$ cat config.mk
export PLATFORM = sky130hd
export DESIGN_NAME = ghba_apb_regs
export DESIGN_NICKNAME = d
export VERILOG_FILES = /design/src/sv/ghba_pkg.sv /design/src/sv/ghba_apb_regs.sv
export SDC_FILE = /design/constraint.sdc
export NUM_CORES = 1
export LEC_CHECK = 0
export ABC_AREA = 1
export BUFFER_PORTS_ARGS = -buffer_cell sky130_fd_sc_hd__clkbuf_2
export CAP_MARGIN = 20
export CELL_PAD_IN_SITES_DETAIL_PLACEMENT = 0
export CELL_PAD_IN_SITES_GLOBAL_PLACEMENT = 1
export CORE_AREA = 2 2 171 140
export DETAILED_ROUTE_END_ITERATION = 8
export DIE_AREA = 0 0 173 142
export PLACE_DENSITY_LB_ADDON = 0.25
export SYNTH_ARGS = -nofsm -noshare
export SYNTH_HDL_FRONTEND = slang
export SYNTH_SLANG_ARGS = --single-unit
$ cat constraint.sdc
create_clock -name clk -period 1.01 [get_ports clk]
set_input_delay 0.101 -clock clk [delete_from_list [all_inputs] [get_ports clk]]
set_output_delay 0.101 -clock clk [all_outputs]
set_load 0.1 [all_outputs]
$ cat src/sv/ghba_pkg.sv
// ----------------------------------------------------------------------------
// ghba_pkg
// Shared types and constants of the Gaussian hill bias accumulator: register
// indexes, fixed-point limits and the structs that link the datapath units.
// ----------------------------------------------------------------------------
package ghba_pkg;

	// Number of coordinate fields carried by an item and stored per hill.
	localparam int COORD_FIELDS = 4;
	// Largest number of variables the bias is built over.
	localparam int NUM_DIMS = 4;

	// Register indexes on the configuration port.
	localparam logic [2:0] REG_ACTIVE_DIMS  = 3'd0;
	localparam logic [2:0] REG_INV_WIDTH_0  = 3'd1;
	localparam logic [2:0] REG_INV_WIDTH_1  = 3'd2;
	localparam logic [2:0] REG_INV_WIDTH_2  = 3'd3;
	localparam logic [2:0] REG_INV_WIDTH_3  = 3'd4;
	localparam logic [2:0] REG_BASE_HEIGHT  = 3'd5;
	localparam logic [2:0] REG_DEPOSIT_PACE = 3'd6;
	localparam logic [2:0] REG_TEMPER_SCALE = 3'd7;

	// Cutoff on the Q11.32 sum of squared scaled distances (12.5).
	localparam logic [42:0] CUT_SUMSQ = 43'd53687091200;
	// Clamp on one scaled distance magnitude.
	localparam logic [20:0] MAG_LIMIT = 21'h100000;
	// The exp argument spans [0,8) per table sweep: the low 19 bits of its Q6.16 value.
	localparam int SPAN_BITS = 19;
	// Width of the exp argument; a tempering argument of 32 or more is held at 32.
	localparam int EXP_X_W = 22;
	// Register stages from an exp request to its response.
	localparam int EXP_LAT = 8;

	// Configuration register file contents.
	typedef struct packed {
		logic [2:0]                         active_dims;
		logic [COORD_FIELDS-1:0][23:0]      inv_width;
		logic [23:0]                        base_height;
		logic [15:0]                        deposit_pace;
		logic [23:0]                        temper_scale;
	} cfg_t;

	// One stored hill.
	typedef struct packed {
		logic [23:0]                        height;
		logic [COORD_FIELDS-1:0][31:0]      centre;
	} hill_t;

	// Request to the exp unit: weight height by exp(-x).
	typedef struct packed {
		logic                               valid;
		logic                               tag;
		logic [EXP_X_W-1:0]                 x;
		logic [23:0]                        height;
	} exp_req_t;

	// Response of the exp unit.
	typedef struct packed {
		logic                               valid;
		logic                               tag;
		logic [23:0]                        hb;
	} exp_rsp_t;

endpackage

$ cat src/sv/ghba_apb_regs.sv
// ----------------------------------------------------------------------------
// ghba_apb_regs
// Configuration register file behind an APB-style port. A write lands on
// the access cycle; pready is always high.
// ----------------------------------------------------------------------------
module ghba_apb_regs import ghba_pkg::*; (
	input  logic        clk,
	input  logic        arst_n,
	input  logic        psel,
	input  logic        penable,
	input  logic        pwrite,
	input  logic [4:0]  paddr,
	input  logic [31:0] pwdata,
	output logic [31:0] prdata,
	output logic        pready,
	output cfg_t        cfg
);

	logic [2:0] reg_idx;
	logic       wr_en;
	cfg_t       cfg_q;

	assign reg_idx = paddr[4:2];
	assign wr_en   = psel && penable && pwrite;
	assign pready  = 1'b1;
	assign cfg     = cfg_q;

	// Register writes on a completed write transfer.
	always_ff @(posedge clk or negedge arst_n) begin
		if (!arst_n) begin
			cfg_q.active_dims  <= 3'd1;
			cfg_q.inv_width    <= {COORD_FIELDS{24'd65536}};
			cfg_q.base_height  <= 24'd65536;
			cfg_q.deposit_pace <= 16'd500;
			cfg_q.temper_scale <= 24'd0;
		end else if (wr_en) begin
			unique case (reg_idx)
				REG_ACTIVE_DIMS:  cfg_q.active_dims  <= pwdata[2:0];
				REG_INV_WIDTH_0:  cfg_q.inv_width[0] <= pwdata[23:0];
				REG_INV_WIDTH_1:  cfg_q.inv_width[1] <= pwdata[23:0];
				REG_INV_WIDTH_2:  cfg_q.inv_width[2] <= pwdata[23:0];
				REG_INV_WIDTH_3:  cfg_q.inv_width[3] <= pwdata[23:0];
				REG_BASE_HEIGHT:  cfg_q.base_height  <= pwdata[23:0];
				REG_DEPOSIT_PACE: cfg_q.deposit_pace <= pwdata[15:0];
				REG_TEMPER_SCALE: cfg_q.temper_scale <= pwdata[23:0];
				default:          cfg_q.active_dims  <= cfg_q.active_dims;
			endcase
		end
	end

	// Read data.
	always_comb begin
		unique case (reg_idx)
			REG_ACTIVE_DIMS:  prdata = {29'd0, cfg_q.active_dims};
			REG_INV_WIDTH_0:  prdata = {8'd0, cfg_q.inv_width[0]};
			REG_INV_WIDTH_1:  prdata = {8'd0, cfg_q.inv_width[1]};
			REG_INV_WIDTH_2:  prdata = {8'd0, cfg_q.inv_width[2]};
			REG_INV_WIDTH_3:  prdata = {8'd0, cfg_q.inv_width[3]};
			REG_BASE_HEIGHT:  prdata = {8'd0, cfg_q.base_height};
			REG_DEPOSIT_PACE: prdata = {16'd0, cfg_q.deposit_pace};
			REG_TEMPER_SCALE: prdata = {8'd0, cfg_q.temper_scale};
			default:          prdata = 32'd0;
		endcase
	end

endmodule

**Word-level counts from Yosys, hierarchy flattened**

Index checks and enable logic that the tools add are counted.

- Output and inout port bits: 196
- Register bits: 163

- Reduce and logical (&&, ||, !) cells: 11
- Multiplexer cells: 1
- Equality and inequality tests: 7

Operators with widths:

| kind | count |
|---|---|
| $pmux W32 S8 | 1 |
| $reduce_and A2 Y1 | 8 |
| $eq A3 B3 Y1 const B | 4 |
| $eq A3 B2 Y1 const B | 2 |
| $eq A3 B1 Y1 const B | 1 |
| $logic_not A3 Y1 | 1 |
| $logic_and A1 B1 Y1 | 2 |

**Depth between registers and ports, before layout**

- Depth in word-level cells: 3
- Mapped depth: 9

**Worst setup path after synthesis**

No wires, ideal clock.

- Kind: register to output
- Start point: reg cfg_q (netlist bit cfg[129])
- End point: out prdata[17]
- Setup slack: -1053 ps
- Path buffers: 0
- Arrival: 1962 ps
- Stages on the path, launching flop included: 5
- Cells stage by stage: dfrtp_1 > inv_1 > nor2_1 > a21oi_1 > nand3b_1

- Word-level cells in the longest chain between the ends: 1

Ends and longest elaborated chain:

| item | RTL line | RTL |
|---|---|---|
| from (decl) | ghba_apb_regs.sv:21 | `cfg_t cfg_q;` |
| $pmux W32 S8 | ghba_apb_regs.sv:53 | `unique case (reg_idx)` |
| to (decl) | ghba_apb_regs.sv:14 | `output logic [31:0] prdata,` |

Every way passes these cells. The select of a mux whose other input is x is not followed.

**Worst setup path after layout**

- Start point: reg cfg_q (netlist bit cfg[152])
- End point: out prdata[16]

The elaborated chain is that of the path after synthesis.

==> results.sh <==
export IMPL_status="finished, violations left"
export IMPL_violations="negative setup slack"
export IMPL_synth_top_cell_area_share_pct=49.3
export IMPL_clock_skew_ns=0
export IMPL_htree_levels=4
export IMPL_area_growth_pct=113
export IMPL_route_vias_total=8387
export IMPL_antenna_cells=0
export IMPL_dp_hpwl_um=21500
export IMPL_drive_gt1_share_pct=58.0
export IMPL_yosys_most_used_dff="dfrtp_1"
export IMPL_nets=1424
export IMPL_clock_latency_ns=0.43
export IMPL_synth_top_area_cell="dfrtp_1"
export IMPL_die_y_um=142
export IMPL_worst_slack_ns=-0.687
export IMPL_wirelength_um=32700
export IMPL_netlist_instances=934
export IMPL_numCtsBuffers=17
export IMPL_p_int_mw=22.2
export IMPL_path_buf_inv=1
export IMPL_fin_area_sq_mm=0.0163
export IMPL_place_area_sq_mm=0.0144
export IMPL_worstPathMaxFanout=2
export IMPL_p_sw_share_pct=46.9
export IMPL_io_buffer_count=218
export IMPL_yosys_top_cells_count="226 x nand2_1, 151 x dfrtp_1, 138 x o21ai_0"
export IMPL_clockBufferDepth=2
export IMPL_power_switching_mw=19.6
export IMPL_hold_viol=0
export IMPL_gp_congestion=0.852
export IMPL_synth_enable_flop_cells=0
export IMPL_worst_path_max_delay_cell="dfstp_4"
export IMPL_grt_pass1_vias=8238
export IMPL_antenna_found_initial=0
export IMPL_viasPerCell=4.91
export IMPL_total_power_mw=41.7
export IMPL_post_drt_wl_per_cell_um=19.1
export IMPL_drt_iter0_markers=601
export IMPL_yosysWarnings=0
export IMPL_cts_sinks=163
export IMPL_worstPathCellList="nand3_2, o21ai_2, nand3b_1, buf_12"
export IMPL_grt_usage_pct=25.5
export IMPL_synthArstFlopShare_pct=100
export IMPL_cap_violations=0
export IMPL_critPathArrivalTime_ns=1.60
export IMPL_core_area_sq_mm=0.0229
export IMPL_ant_nets=0
export IMPL_cts_root_buffer="clkbuf_16"
export IMPL_fin_crit_sh_pct=168
export IMPL_synth_seq_cells=163
export IMPL_fillers=1644
export IMPL_hold_path_class="input port to register"
export IMPL_avgSynthCellArea_sq_um=8.20
export IMPL_rsz0062_at_grt="true"
export IMPL_grt_pass1_wl_um=48100
export IMPL_period_needed_ns=1.70
export IMPL_seq_power_share_pct=23.0
export IMPL_io_pins=238
export IMPL_p_clk_share_pct=16.8
export IMPL_start_kind="register"
export IMPL_vdd_ir_drop_max_mv=1.89
export IMPL_synth_distinct_cells=28
export IMPL_p_leak_nw=7.29
export IMPL_seq_area_frac_synth_pct=53.4
export IMPL_critPathRequiredTime_ns=0.91
export IMPL_drc=0
export IMPL_grt_overflow=0
export IMPL_setup_worst_path_class="register to primary output"
export IMPL_p_per_area_mw_per_mm2=2560
export IMPL_syn_area_sq_mm=0.00766
export IMPL_initial_core_util_pct=33.5
export IMPL_largest_reg_flops=163
export IMPL_pre_cts_slack_ns=-0.485
export IMPL_setup_violations=192
export IMPL_comb_power_share_pct=60.3
export IMPL_cp_end_kind="primary output"
export IMPL_die_width_um=173
export IMPL_critPathTopFamily="flip-flops"
export IMPL_drt_pass1_iter_count=6
export IMPL_synth_area_leaders="dfrtp_1 49%, nand2_1 11%, o21ai_0 9.0%"
export IMPL_critPathMaxStageDelay_ns=0.62
export IMPL_grt_start_max_net_pins=39
export IMPL_fmaxAchievable_mhz=589
export IMPL_cts_tree="done"
export IMPL_finalMaxSlewViolations=0
export IMPL_yosysMostFrequentCell="nand2_1"
export IMPL_rows=50
export IMPL_clkTransAtPathRegs_ns=0.07
export IMPL_dieArea_sq_mm=0.0246
## metrics by stage
stage               hold WS [ns]  setup TNS [ns]  cells  utilization (%)
floorplan                 -0.195          -13.67    941                -
global placement        -0.00847          -57.05   1625             62.7
detailed placement      -0.00913          -64.26   1625             62.7
CTS                      0.00676          -60.12   1683             69.3
global route              0.0300          -64.10   1707             71.3
finish                    0.0130          -58.67   1707             71.3
## routing by layer
metal	GRT usage, %	vias up	wire [um]
met4	5.93	0	381
met2	40.7	355	15400
met5	0	-	0
met3	6.01	31	2600
met1	35.2	4084	14200
li1	-	3917	-
## cell usage in the layout, fill, tap and decap left out, types with 5 or more instances in the layout
cell / instances
o21ai_2: 12
inv_4: 5
inv_1: 71
o21ai_0: 56
clkbuf_2: 27
buf_6: 181
clkbuf_16: 20
inv_2: 14
inv_6: 7
buf_4: 45
a21oi_1: 20
nand3_2: 14
nor2_4: 9
buf_12: 213
nand2_1: 199
nand4_1: 53
dfrtp_2: 53
a21oi_2: 7
nor2_2: 41
nand2_4: 20
conb_1: 9
nand2_2: 8
dlygate4sd3_1: 18
nand3_1: 5
o21ai_1: 100
dfstp_4: 12
nand3_4: 6
dfrtp_4: 98
nor2_1: 52
## path summary, 6_finish.rpt
path | start | to | slack [ns] | cells after the start
max | cfg[152]$_DFFE_PN1P_ | prdata[16] | -0.69 | 4
min | pwdata[19] | cfg[83]$_DFFE_PN0P_ | 0.01 | 3
max reg2reg | cfg[160]$_DFFE_PN1P_ | cfg[160]$_DFFE_PN1P_ | -0.07 | 5
min reg2reg | cfg[57]$_DFFE_PN0P_ | cfg[57]$_DFFE_PN0P_ | 0.59 | 2
max in group asynchronous | arst_n | cfg[80]$_DFFE_PN1P_ | 0.34 | 3
min in group asynchronous | arst_n | cfg[136]$_DFFE_PN0P_ | 0.10 | 2
## cell families (layout without fill, tap and decap cells)
| group | after synthesis | in the layout | share of synthesized area [%] |
|---|---|---|---|
| AND/OR/NAND/NOR | 413 | 413 | 23.4 |
| AO/OA/AOI/OAI | 195 | 195 | 12.9 |
| flip-flops | 163 | 163 | 53.4 |
| buffers and inverters | 161 | 615 | 10.1 |
| other | 2 | 9 | 0.0980 |
## worst min-delay path, cell delays in order
cell	delay (ns)
clkbuf_2	0.08
inv_1	0.09
o21ai_1	0.14
## layout make-up
type                       count  area, sq um  share of cell area, %
tap                          312          390                   2.39
timing repair buffer         490         7050                   43.2
inverter                      93          379                   2.32
sequential                   163         4570                   28.0
clock inverter                15          194                   1.19
multi-input combinational    617         3310                   20.3
clock buffer                  17          425                   2.61
## power groups by stage
| stage | sequential (mW) | clock (mW) | combinational (mW) |
|---|---|---|---|
| global route | 9.72 | 7.36 | 26.0 |
| global placement | 9.36 | 0 | 23.5 |
| CTS | 9.55 | 7.10 | 24.7 |
| detailed placement | 9.42 | 0 | 23.6 |
| floorplan | 19.3 | 0 | 3.52 |
| finish | 9.59 | 7.00 | 25.2 |
## what timing repair did
item,CTS,global route
hold buffers,18,0
hold endpoints to repair,173,0
gates cloned,0,4
setup buffers,19,89
resized for setup,184,145
pin swaps,24,35
setup endpoints to repair,187,236
Note: power is estimated with default switching activity, not from simulation.
