### src/sv/ghba_step_mod.sv
// ----------------------------------------------------------------------------
// ghba_step_mod
// Remainder of the step number by the deposit pace, one bit per cycle,
// and the resulting deposit-due flag.
// ----------------------------------------------------------------------------
module ghba_step_mod (
	input  logic        clk,
	input  logic        arst_n,
	input  logic        start,
	input  logic [31:0] step,
	input  logic [15:0] pace,
	output logic        done,
	output logic        due
);

	logic        busy_q;
	logic [5:0]  cnt_q;
	logic [31:0] dvd_q;
	logic [15:0] rem_q;
	logic [15:0] pace_q;
	logic [16:0] trial;

	assign trial = {rem_q, dvd_q[31]};
	assign done  = !busy_q;
	assign due   = (pace_q != 16'd0) && (rem_q == 16'd0);

	// Control: bit counter.
	always_ff @(posedge clk or negedge arst_n) begin
		if (!arst_n) begin
			busy_q <= 1'b0;
			cnt_q  <= 6'd0;
		end else if (start) begin
			busy_q <= 1'b1;
			cnt_q  <= 6'd32;
		end else if (busy_q) begin
			cnt_q  <= cnt_q - 6'd1;
			busy_q <= cnt_q != 6'd1;
		end
	end

	// Restoring remainder step.
	always_ff @(posedge clk) begin
		if (start) begin
			dvd_q  <= step;
			rem_q  <= 16'd0;
			pace_q <= pace;
		end else if (busy_q) begin
			dvd_q <= {dvd_q[30:0], 1'b0};
			if (trial >= {1'b0, pace_q}) begin
				rem_q <= 16'(trial - {1'b0, pace_q});
			end else begin
				rem_q <= trial[15:0];
			end
		end
	end

endmodule
### config.mk
export PLATFORM = sky130hd
export DESIGN_NAME = ghba_step_mod
export DESIGN_NICKNAME = d
export VERILOG_FILES = /design/src/sv/ghba_step_mod.sv
export SDC_FILE = /design/constraint.sdc
export NUM_CORES = 1
export LEC_CHECK = 0
export BUFFER_PORTS_ARGS = -buffer_cell sky130_fd_sc_hd__buf_2
export CAP_MARGIN = 20
export CELL_PAD_IN_SITES_DETAIL_PLACEMENT = 1
export CELL_PAD_IN_SITES_GLOBAL_PLACEMENT = 1
export CORE_MARGIN = 1
export CORE_UTILIZATION = 40
export DETAILED_ROUTE_END_ITERATION = 6
export GPL_ROUTABILITY_DRIVEN = 0
export PLACE_DENSITY = 0.67
export SLEW_MARGIN = 20
export SYNTH_ARGS = -nofsm -noshare
export SYNTH_HDL_FRONTEND = slang
export SYNTH_SLANG_ARGS = --single-unit
### constraint.sdc
create_clock -name clk -period 3.6 [get_ports clk]
set_input_delay 0.54 -clock clk [delete_from_list [all_inputs] [get_ports clk]]
set_output_delay 0.54 -clock clk [all_outputs]
set_load 0.01 [all_outputs]
### Word-level counts from Yosys, hierarchy flattened

Cells that the tools add are included.

| storage, ports and cells | value |
|---|---|
| register bits after elaboration | 71 |
| bits of input ports | 51 |
| output and inout port bits | 2 |
| logic and storage cells | 21 |

| cells by class | value |
|---|---|
| reductions and logical operators | 5 |
| add/subtract/negate cells | 2 |
| mux-type cells | 7 |
| magnitude comparators | 1 |
| equality and inequality tests | 1 |

Operators by type and width:

| operator | number |
|---|---|
| $mux W32 | 2 |
| $ge A17 B16 Y1 | 1 |
| $logic_not A16 Y1 | 1 |
| $mux W16 | 1 |
| $reduce_bool A16 Y1 | 1 |
| $sub A16 B16 Y16 | 1 |
| $mux W6 | 2 |
| $ne A6 B1 Y1 const B | 1 |
| $sub A6 B1 Y6 const B | 1 |
| $mux W1 | 2 |
| $reduce_bool A2 Y1 | 1 |
| $logic_and A1 B1 Y1 | 1 |
| $logic_not A1 Y1 | 1 |

### Logic depth before layout (Yosys ltp)

Gate-level depths: netlist of run 1.

| logic depth | value |
|---|---|
| depth in word-level cells | 3 |
| mapped depth | 11 |
| gate-level depth less buffers | 10 |

### Worst setup path after synthesis of run 1

No wires, ideal clock.

| path | value |
|---|---|
| path kind | register to register |
| start point | reg dvd_q[31] |
| end point | reg rem_q[10] |
| clock period less this slack | 2336 ps |
| library setup time | 86 ps |
| slack | 1264 ps |
| buffers on the path | 0 |
| required time | 3514 ps |
| arrival time | 2251 ps |
| stages on the path, launching flop included | 11 |
| path through | edfxtp_1 -> inv_1 -> ha_1 -> inv_1 -> fa_1 -> a21o_1 -> a221oi_1 -> o221ai_1 -> xor2_1 -> mux2i_1 -> a211oi_1 |

| between the ends | value |
|---|---|
| word-level cells in the longest chain between the ends | 2 |
| elaborated cells on any way between the ends | 3 |
| classes of those cells | 1 x add/sub; 1 x order compare; 1 x mux |

Ends and longest elaborated chain:

| item | RTL line | source |
|---|---|---|
| start: declaration | 18 | `logic [31:0] dvd_q;` |
| start signal: assignment | 44 | `dvd_q <= step;` |
| start signal: assignment | 48 | `dvd_q <= {dvd_q[30:0], 1'b0};` |
| $sub A16 B16 Y16 or $ge A17 B16 Y1 (tied branches) | 50, 49 |  |
| $mux W16 (*) | 49 | `if (trial >= {1'b0, pace_q}) begin` |
| end signal: assignment | 50 | `rem_q <= 16'(trial - {1'b0, pace_q});` |
| end signal: assignment | 52 | `rem_q <= trial[15:0];` |
| end: declaration | 19 | `logic [15:0] rem_q;` |

Mark *: on every way between the ends. The rest lies on a longest branch, timed or not.
A chain may end at the register's enable or synchronous reset.

### Final worst setup path of run 1

| path | value |
|---|---|
| start point | reg pace_q[8] |
| end point | reg rem_q[9] |

| between the ends | value |
|---|---|
| word-level cells in the longest chain between the ends | 2 |
| elaborated cells on any way between the ends | 3 |
| classes of those cells | 1 x add/sub; 1 x order compare; 1 x mux |

Ends and longest elaborated chain:

| item | RTL line | source |
|---|---|---|
| start: declaration | 20 | `logic [15:0] pace_q;` |
| start signal: assignment | 46 | `pace_q <= pace;` |
| $sub A16 B16 Y16 or $ge A17 B16 Y1 (tied branches) | 50, 49 |  |
| $mux W16 (*) | 49 |  |

Marked as above.

==> results.md, run 1 <==
- Most frequent cells in the layout: buf_2 (52), edfxtp_1 (48), mux2_2 (32), nor2_1 (26)
- Die Span Y: 102 µm
- Final nets: 481
- Most common cell after layout, fill and taps aside: buf_2
- Unrepaired setup endpoints after global routing: false
- Root buffer cell: clkbuf_8
- Via count: 2,971
- PwrDens: 513 nW/µm²
- CP peak stage delay: 520 ps
- Max Root-Sink Buffers: 2
- Vias in the first global route: 3,035
- Core ar.: 9680 µm²
- Initial antenna violation count: 0
- Routed len/inst: 17.2 µm
- Synthesized area: 3970 µm²
- DRT Pass-1 Iters: 6
- Final setup vio count: 0
- Post-synthesis net count: 430
- WL final: 9430 µm
- Ys async rst share: 9.86%
- Placed Area: 4340 µm²
- DRC errors left: 0
- #FFs+latches synth: 71
- Vias/cell: 5.41
- Sequential area share after synthesis: 48.8%
- Slew headroom: 54.5%
- CP delay by family, top: compound AO/OA/AOI/OAI gates
- Worst Setup End Kind: flip-flop
- Post-Route M1 WL: 4520 µm
- Site row count: 36
- Total congestion overflow: 0
- Crit path kind: reg2reg
- Max Slew Vio Count: 0
- TritonCTS clock tree: yes
- Final min period: 2910 ps
- Ant. Diodes: 0
- Crit-path cells: inv_1 > ha_1 > nand4_1 > nor4_2 > a2111oi_4 > a21boi_2 > buf_4 > nand3_1 > a311oi_1
- Resized Gates After CTS: 0
- Clk_skew: 11.1 ps
- Max VDD drop: 190 µV
- Metal2 WL: 4500 µm
- IO Pins: 53
- Largest net degree at the start of global routing: 35
- CP Buf/Inv Count: 2
- Cell variety after synth: 58
- Clk slew on worst S/H paths: 80 ps
- Routed Antenna Nets: 0
- Crit share post-route: 80.9%
- DR top layer: met4
- Total of max-cap violations: 0
- Mapped Cells: 360
- Startpoint Class: flip-flop
- Syn_area_per_cell: 11.0 µm²
- DRT iter0 DRCs: 143
- First-pass GRT wire length: 15,500 µm
- Initial Util: 41.0%
- Die Wd: 102 µm
- Number of setup buffers added after CTS: 0
- H-tree depth: 3
- Slew @ Worst Pin: 682 ps
- Ys flop type: edfxtp_1
- Tot GR Track Use: 19.9%
- Worst EP required: 3850 ps
- Slowest-stage cell, CP: ha_1
- Fin. Hold Viols: 0
- Lkg Pwr: 1.84 nW
- Worst hold path class: in2reg
- Final Hold Slack: 360 ps
- Layout area overhead: 14.5%
- Worst-Skew Late Latency: 350 ps
- CTS buffer count: 9
- Fmax: 343 MHz
- Ys Warns: 0
- Status: complete, no violations
- Crit-path max FO: 11
- Layout cells sized above 1: 27.2%
- Num Clock Sinks: 71
- Design Area, Final: 4550 µm²
- Final HPWL DP: 6880 µm
- Final setup TNS: 0 ps
- Die ar.: 10,300 µm²
- PortBufs: 52
- WP data arrival: 3160 ps
- Metal3 WL: 278 µm
- Count of flip-flops with a built-in enable after synthesis: 48
- Fin util: 46.9%
timing repair:
action,CTS,global route
hold endpoints to repair,3,0
setup endpoints to repair,0,0
hold buffers,1,0
path summary, 6_finish.rpt:
kind                                        start                     end  slack (ps)  cells past startpoint
min in group asynchronous                  arst_n        busy_q$_DFF_PN0_         550                      2
max reg2reg                   pace_q[8]$_DFFE_PP_   rem_q[9]$_SDFFE_PP0P_         690                      9
min                                       pace[7]     pace_q[7]$_DFFE_PP_         360                      1
max in group asynchronous                  arst_n    cnt_q[5]$_DFFE_PN0P_        2890                      2
min reg2reg                rem_q[10]$_SDFFE_PP0P_  rem_q[10]$_SDFFE_PP0P_         530                      2
max                           pace_q[8]$_DFFE_PP_   rem_q[9]$_SDFFE_PP0P_         690                      9
logic make-up (layout without fill, tap and decap cells):
| kind of cell | count (synthesis) | in the layout | synth area share, % |
|---|---|---|---|
| AND/OR/NAND/NOR | 101 | 101 | 12.5 |
| XOR/XNOR | 13 | 13 | 2.87 |
| flip-flops | 71 | 71 | 48.8 |
| multiplexers | 37 | 37 | 10.5 |
| buffers and inverters | 43 | 99 | 4.76 |
| AO/OA/AOI/OAI | 76 | 76 | 14.5 |
| adder cells (fa/ha/maj) | 19 | 19 | 6.18 |
cells in the mapped netlist, drive strengths merged (7+ instances only):
library cell | instances | area share (%)
inv | 25 | 2.4
edfxtp | 48 | 36
dfxtp | 16 | 8.1
nor4 | 11 | 1.9
nand4 | 9 | 1.4
mux2 | 33 | 9.5
buf | 9 | 1.5
nand2 | 25 | 2.4
ha | 18 | 5.7
nor2 | 26 | 2.5
nand3 | 12 | 1.5
a21oi | 19 | 2.8
xnor2 | 8 | 1.8
o21ai | 9 | 1.3
dfrtp | 7 | 4.4
a211oi | 8 | 1.6
clkbuf | 9 | 0.88
layout make-up:
| class | instances | area (µm²) |
|---|---|---|
| Clock buffer | 10 | 128 |
| Timing Repair Buffer | 58 | 308 |
| Multi-Input combinational cell | 246 | 1850 |
| Clock inverter | 6 | 67.6 |
| Inverter | 25 | 93.8 |
| Tap cell | 133 | 166 |
| Sequential cell | 71 | 1940 |
| Fill cell | 1076 | 5140 |
report_power, final:
group | total, W | internal, W | leakage [nW] | switching [W]
combinational | 0.000604 | 0.000267 | 1.03 | 0.000337
sequential | 0.00107 | 0.000995 | 0.710 | 0.0000789
clock | 0.000654 | 0.000324 | 0.0949 | 0.000329
total | 0.00233 | 0.00159 | 1.84 | 0.000745
sequential cells by signal, summed over array words and instances (netlist names):
name,count
cnt_q,6
pace_q,16
rem_q,16
dvd_q,32
busy_q,1
through the flow:
stage	total power (W)	std cells	worst slack [ps]
floorplan	0.00152	360	1260
global placement	0.00167	532	842
detailed placement	0.00169	532	750
CTS	0.00236	549	689
global route	0.00248	549	434
finish	0.00233	549	689
metal layers:
metal  vias up  GRT usage (%)
met3        11           4.35
met4         0           6.13
met1      1452           27.5
met5         -              0
li1       1457              -
met2        51           31.1
Power figures use the tool's default switching activity.
==> run 2: changes to the inputs <==
Settings changed: ABC_AREA set to 1, CORE_UTILIZATION 40 to 39, PLACE_DENSITY 0.67 to 0.72.
Clock period 3.6 ns to 2.4 ns, I/O delays scaled along.
==> run 2 against run 1 <==
Critical path depth increased by 3. Hold slack worse by 170 ps. Setup slack worse by 440 ps. Utilization shrank 0.70 points. Cell area increased by 4.5%. Synthesized cell count rose by 43%. Cell count rose by 30%. Non-clock buffer count fell by 1. First-iteration DRC count unchanged.
==> results.md, run 2 <==
- Sequential area share after synthesis: 46.9% (was 48.8%)
- Synth Area in Compound Gates: 3.81% (was 14.5%)
- Ant. Diodes: 0 (unchanged)
- Final Power: 0.00497 W (was 0.00233 W)
- Largest register FFs: 32 (unchanged)
- IO Pins: 53 (unchanged)
- Largest regs: dvd_q x32, pace_q x16, rem_q x16 (unchanged)
- Count leader, synth: nand2_1 (was edfxtp_1)
- Initial Util: 40.2% (was 41.0%)
- TritonCTS clock tree: yes (unchanged)
- Crit path kind: reg2reg (unchanged)
- DRT iter0 DRCs: 143 (unchanged)
- Post-Route M1 WL: 5000 µm (was 4520 µm)
- Mapped Cells: 515 (was 360)
- Clk_skew: 4.24 ps (was 11.1 ps)
- PortBufs: 52 (unchanged)
- #FFs+latches synth: 71 (unchanged)
- Dominant cells by area after synthesis: edfxtp_1 (35%), nand2_1 (18%), dfxtp_1 (7.8%) (was edfxtp_1 (36%), mux2_2 (9.1%), dfxtp_1 (8.1%))
- Worst EP required: 2620 ps (was 3850 ps)
- Lkg Pwr: 2.41 nW (was 1.84 nW)
- Fin util: 46.2% (was 46.9%)
- Metal3 WL: 359 µm (was 278 µm)
- Layout area overhead: 15.0% (was 14.5%)
- Xor-xnor portion of the synthesized cell area: 1.48% (was 2.87%)
- Number of setup buffers added after CTS: 0 (unchanged)
- Synth top area share: 34.9% (was 36.3%)
- Max Root-Sink Buffers: 2 (unchanged)
- Die Span Y: 105 µm (was 102 µm)
- Clk slew on worst S/H paths: 70 ps (was 80 ps)
- Tot GR Track Use: 20.7% (was 19.9%)
- Simple-gate portion of the synthesized area: 33.6% (was 12.5%)
- WP data arrival: 2380 ps (was 3160 ps)
- WL final: 10,300 µm (was 9430 µm)
- Slew headroom: 51.4% (was 54.5%)
- CTS buffer count: 9 (unchanged)
- Adder-cell share of the synthesized area: 5.93% (was 6.18%)
- Ys Warns: 0 (unchanged)
- Post-synthesis net count: 585 (was 430)
- Most frequent cells in the layout: nand2_1 (201), inv_1 (68), buf_2 (52), edfxtp_1 (48), nand3_1 (34) (was buf_2 (52), edfxtp_1 (48), mux2_2 (32), nor2_1 (26))
- Layout cells sized above 1: 16.3% (was 27.2%)
- Fmax: 464 MHz (was 343 MHz)
- Via count: 3,499 (was 2,971)
- Worst-Skew Late Latency: 340 ps (was 350 ps)
- Final setup TNS: 0 ps (unchanged)
- Metal2 WL: 4740 µm (was 4500 µm)
- Unrepaired setup endpoints after global routing: false (unchanged)
- DRC errors left: 0 (unchanged)
- Num Clock Sinks: 71 (unchanged)
- Worst hold path class: in2reg (unchanged)
- Core ar.: 10,300 µm² (was 9680 µm²)
- Root buffer cell: clkbuf_8 (unchanged)
- DR top layer: met4 (unchanged)
- Status: complete, no violations (unchanged)
- Max VDD drop: 496 µV (was 190 µV)
- Initial antenna violation count: 0 (unchanged)
- Mux cell area share after synthesis: 0% (was 10.5%)
- Routed Antenna Nets: 0 (unchanged)
- Ys flop type: edfxtp_1 (unchanged)
- Max Slew Vio Count: 0 (unchanged)
- Die Wd: 105 µm (was 102 µm)
- Crit share post-route: 89.7% (was 80.9%)
- Total of max-cap violations: 0 (unchanged)
- Total congestion overflow: 0 (unchanged)
- Top cells by count, synth: nand2_1 (201), inv_1 (68), edfxtp_1 (48) (was edfxtp_1 (48), mux2_2 (32), nor2_1 (26))
- Die ar.: 11,000 µm² (was 10,300 µm²)
- Fill cells: 1,309 (was 1,076)
- Largest family of logic cells by synthesized area: simple AND/OR/NAND/NOR gates (was compound AO/OA/AOI/OAI gates)
- H-tree depth: 3 (unchanged)
- Final nets: 641 (was 481)
- Vias/cell: 4.91 (was 5.41)
- Placed Area: 4530 µm² (was 4340 µm²)
- Cell variety after synth: 38 (was 58)
- Largest Register: dvd_q (unchanged)
- DRT Pass-1 Iters: 4 (was 6)
- PwrDens: 1050 nW/µm² (was 513 nW/µm²)
- Largest net degree at the start of global routing: 51 (was 35)
- Slew @ Worst Pin: 729 ps (was 682 ps)
- Count of flip-flops with a built-in enable after synthesis: 48 (unchanged)
- Crit-path max FO: 4 (was 11)
- Ys async rst share: 9.86% (unchanged)
- Synth area leader: edfxtp_1 (unchanged)
- Final HPWL DP: 8010 µm (was 6880 µm)
- Final setup vio count: 0 (unchanged)
- Startpoint Class: flip-flop (unchanged)
- Syn_area_per_cell: 8.02 µm² (was 11.0 µm²)
- Final min period: 2150 ps (was 2910 ps)
- Most common cell after layout, fill and taps aside: nand2_1 (was buf_2)
- Site row count: 37 (was 36)
- Worst Setup End Kind: flip-flop (unchanged)
- Vias in the first global route: 3,576 (was 3,035)
- First-pass GRT wire length: 17,700 µm (was 15,500 µm)
- Routed len/inst: 14.5 µm (was 17.2 µm)
- Synthesized area: 4130 µm² (was 3970 µm²)
- Fin. Hold Viols: 0 (unchanged)
- Design Area, Final: 4750 µm² (was 4550 µm²)
[run 2: cell types whose count changed after synthesis, sizes merged, moves of 8 or more]
cell    delta
a211oi     -8
inv       +45
mux2      -33
nand2    +183
nand3     +30
nand3b     +9
[run 2: power breakdown]
group	total, W	internal, W	switching [W]
clock network	0.000983	0.000557	0.000427
registers	0.00176	0.00155	0.000207
logic	0.00223	0.000822	0.00140
total	0.00497	0.00293	0.00204
[run 2: kinds of logic (layout without fill, tap and decap cells)]
kind of cell | Yosys count | in the layout
AOI/OAI and AO/OA | 29 | 29
xor gates and xnor gates | 7 | 7
adders and majority gates | 19 | 19
buffers and inverters | 85 | 146
DFF | 71 | 71
and+or+nand+nor | 304 | 304
[run 2: path summary, 6_finish.rpt]
check	start	endpoint	slack, ps	cells past startpoint
max in group asynchronous	arst_n	cnt_q[0]$_DFFE_PN0P_	1880	2
min in group asynchronous	arst_n	cnt_q[4]$_DFFE_PN0P_	370	2
setup / recovery	dvd_q[31]$_DFFE_PP_	rem_q[6]$_SDFFE_PP0P_	250	12
setup reg to reg	dvd_q[31]$_DFFE_PP_	rem_q[6]$_SDFFE_PP0P_	250	12
hold reg to reg	cnt_q[5]$_DFFE_PN0P_	cnt_q[5]$_DFFE_PN0P_	500	1
hold / removal	pace[4]	pace_q[4]$_DFFE_PP_	190	1
[run 2: repair_timing]
item | CTS | global route
setup endpoints to repair | 0 | 1
hold buffers | 1 | 0
gates resized for setup | 0 | 1
hold endpoints to repair | 7 | 0
[run 2: routing by layer]
layer | up-vias | track usage (%)
met2 | 61 | 32.4
met1 | 1650 | 28.2
met4 | 0 | 8.45
met3 | 14 | 3.74
li1 | 1774 | -
met5 | - | 0
[run 2: worst max-delay path: stages, from the launching register on]
cell and delay, ps:
edfxtp_1 390, inv_1 100, ha_1 150, inv_1 80, fa_1 430, nand2_1 110
nand2_1 60, nand3b_1 80, nand2_1 110, xnor2_1 280, nand2_2 90, nand3_1 70
o21ai_1 60
[run 2: area by class of cell]
type | instances | area, µm² | area share (%)
well taps | 136 | 170 | 3.58
clock buffers | 12 | 165 | 3.48
multi-input cells | 359 | 1860 | 39.2
repair buffers | 57 | 300 | 6.32
clock inverters | 4 | 42.5 | 0.895
flip-flops and latches | 71 | 1940 | 40.8
inverters | 73 | 274 | 5.77
[run 2: metrics by stage]
stage	setup WS, ps	hold slack [ps]	std cells
floorplan	447	64.4	515
global placement	280	200	695
detailed placement	223	200	695
CTS	216	166	712
global route	57.8	165	712
finish	247	188	712
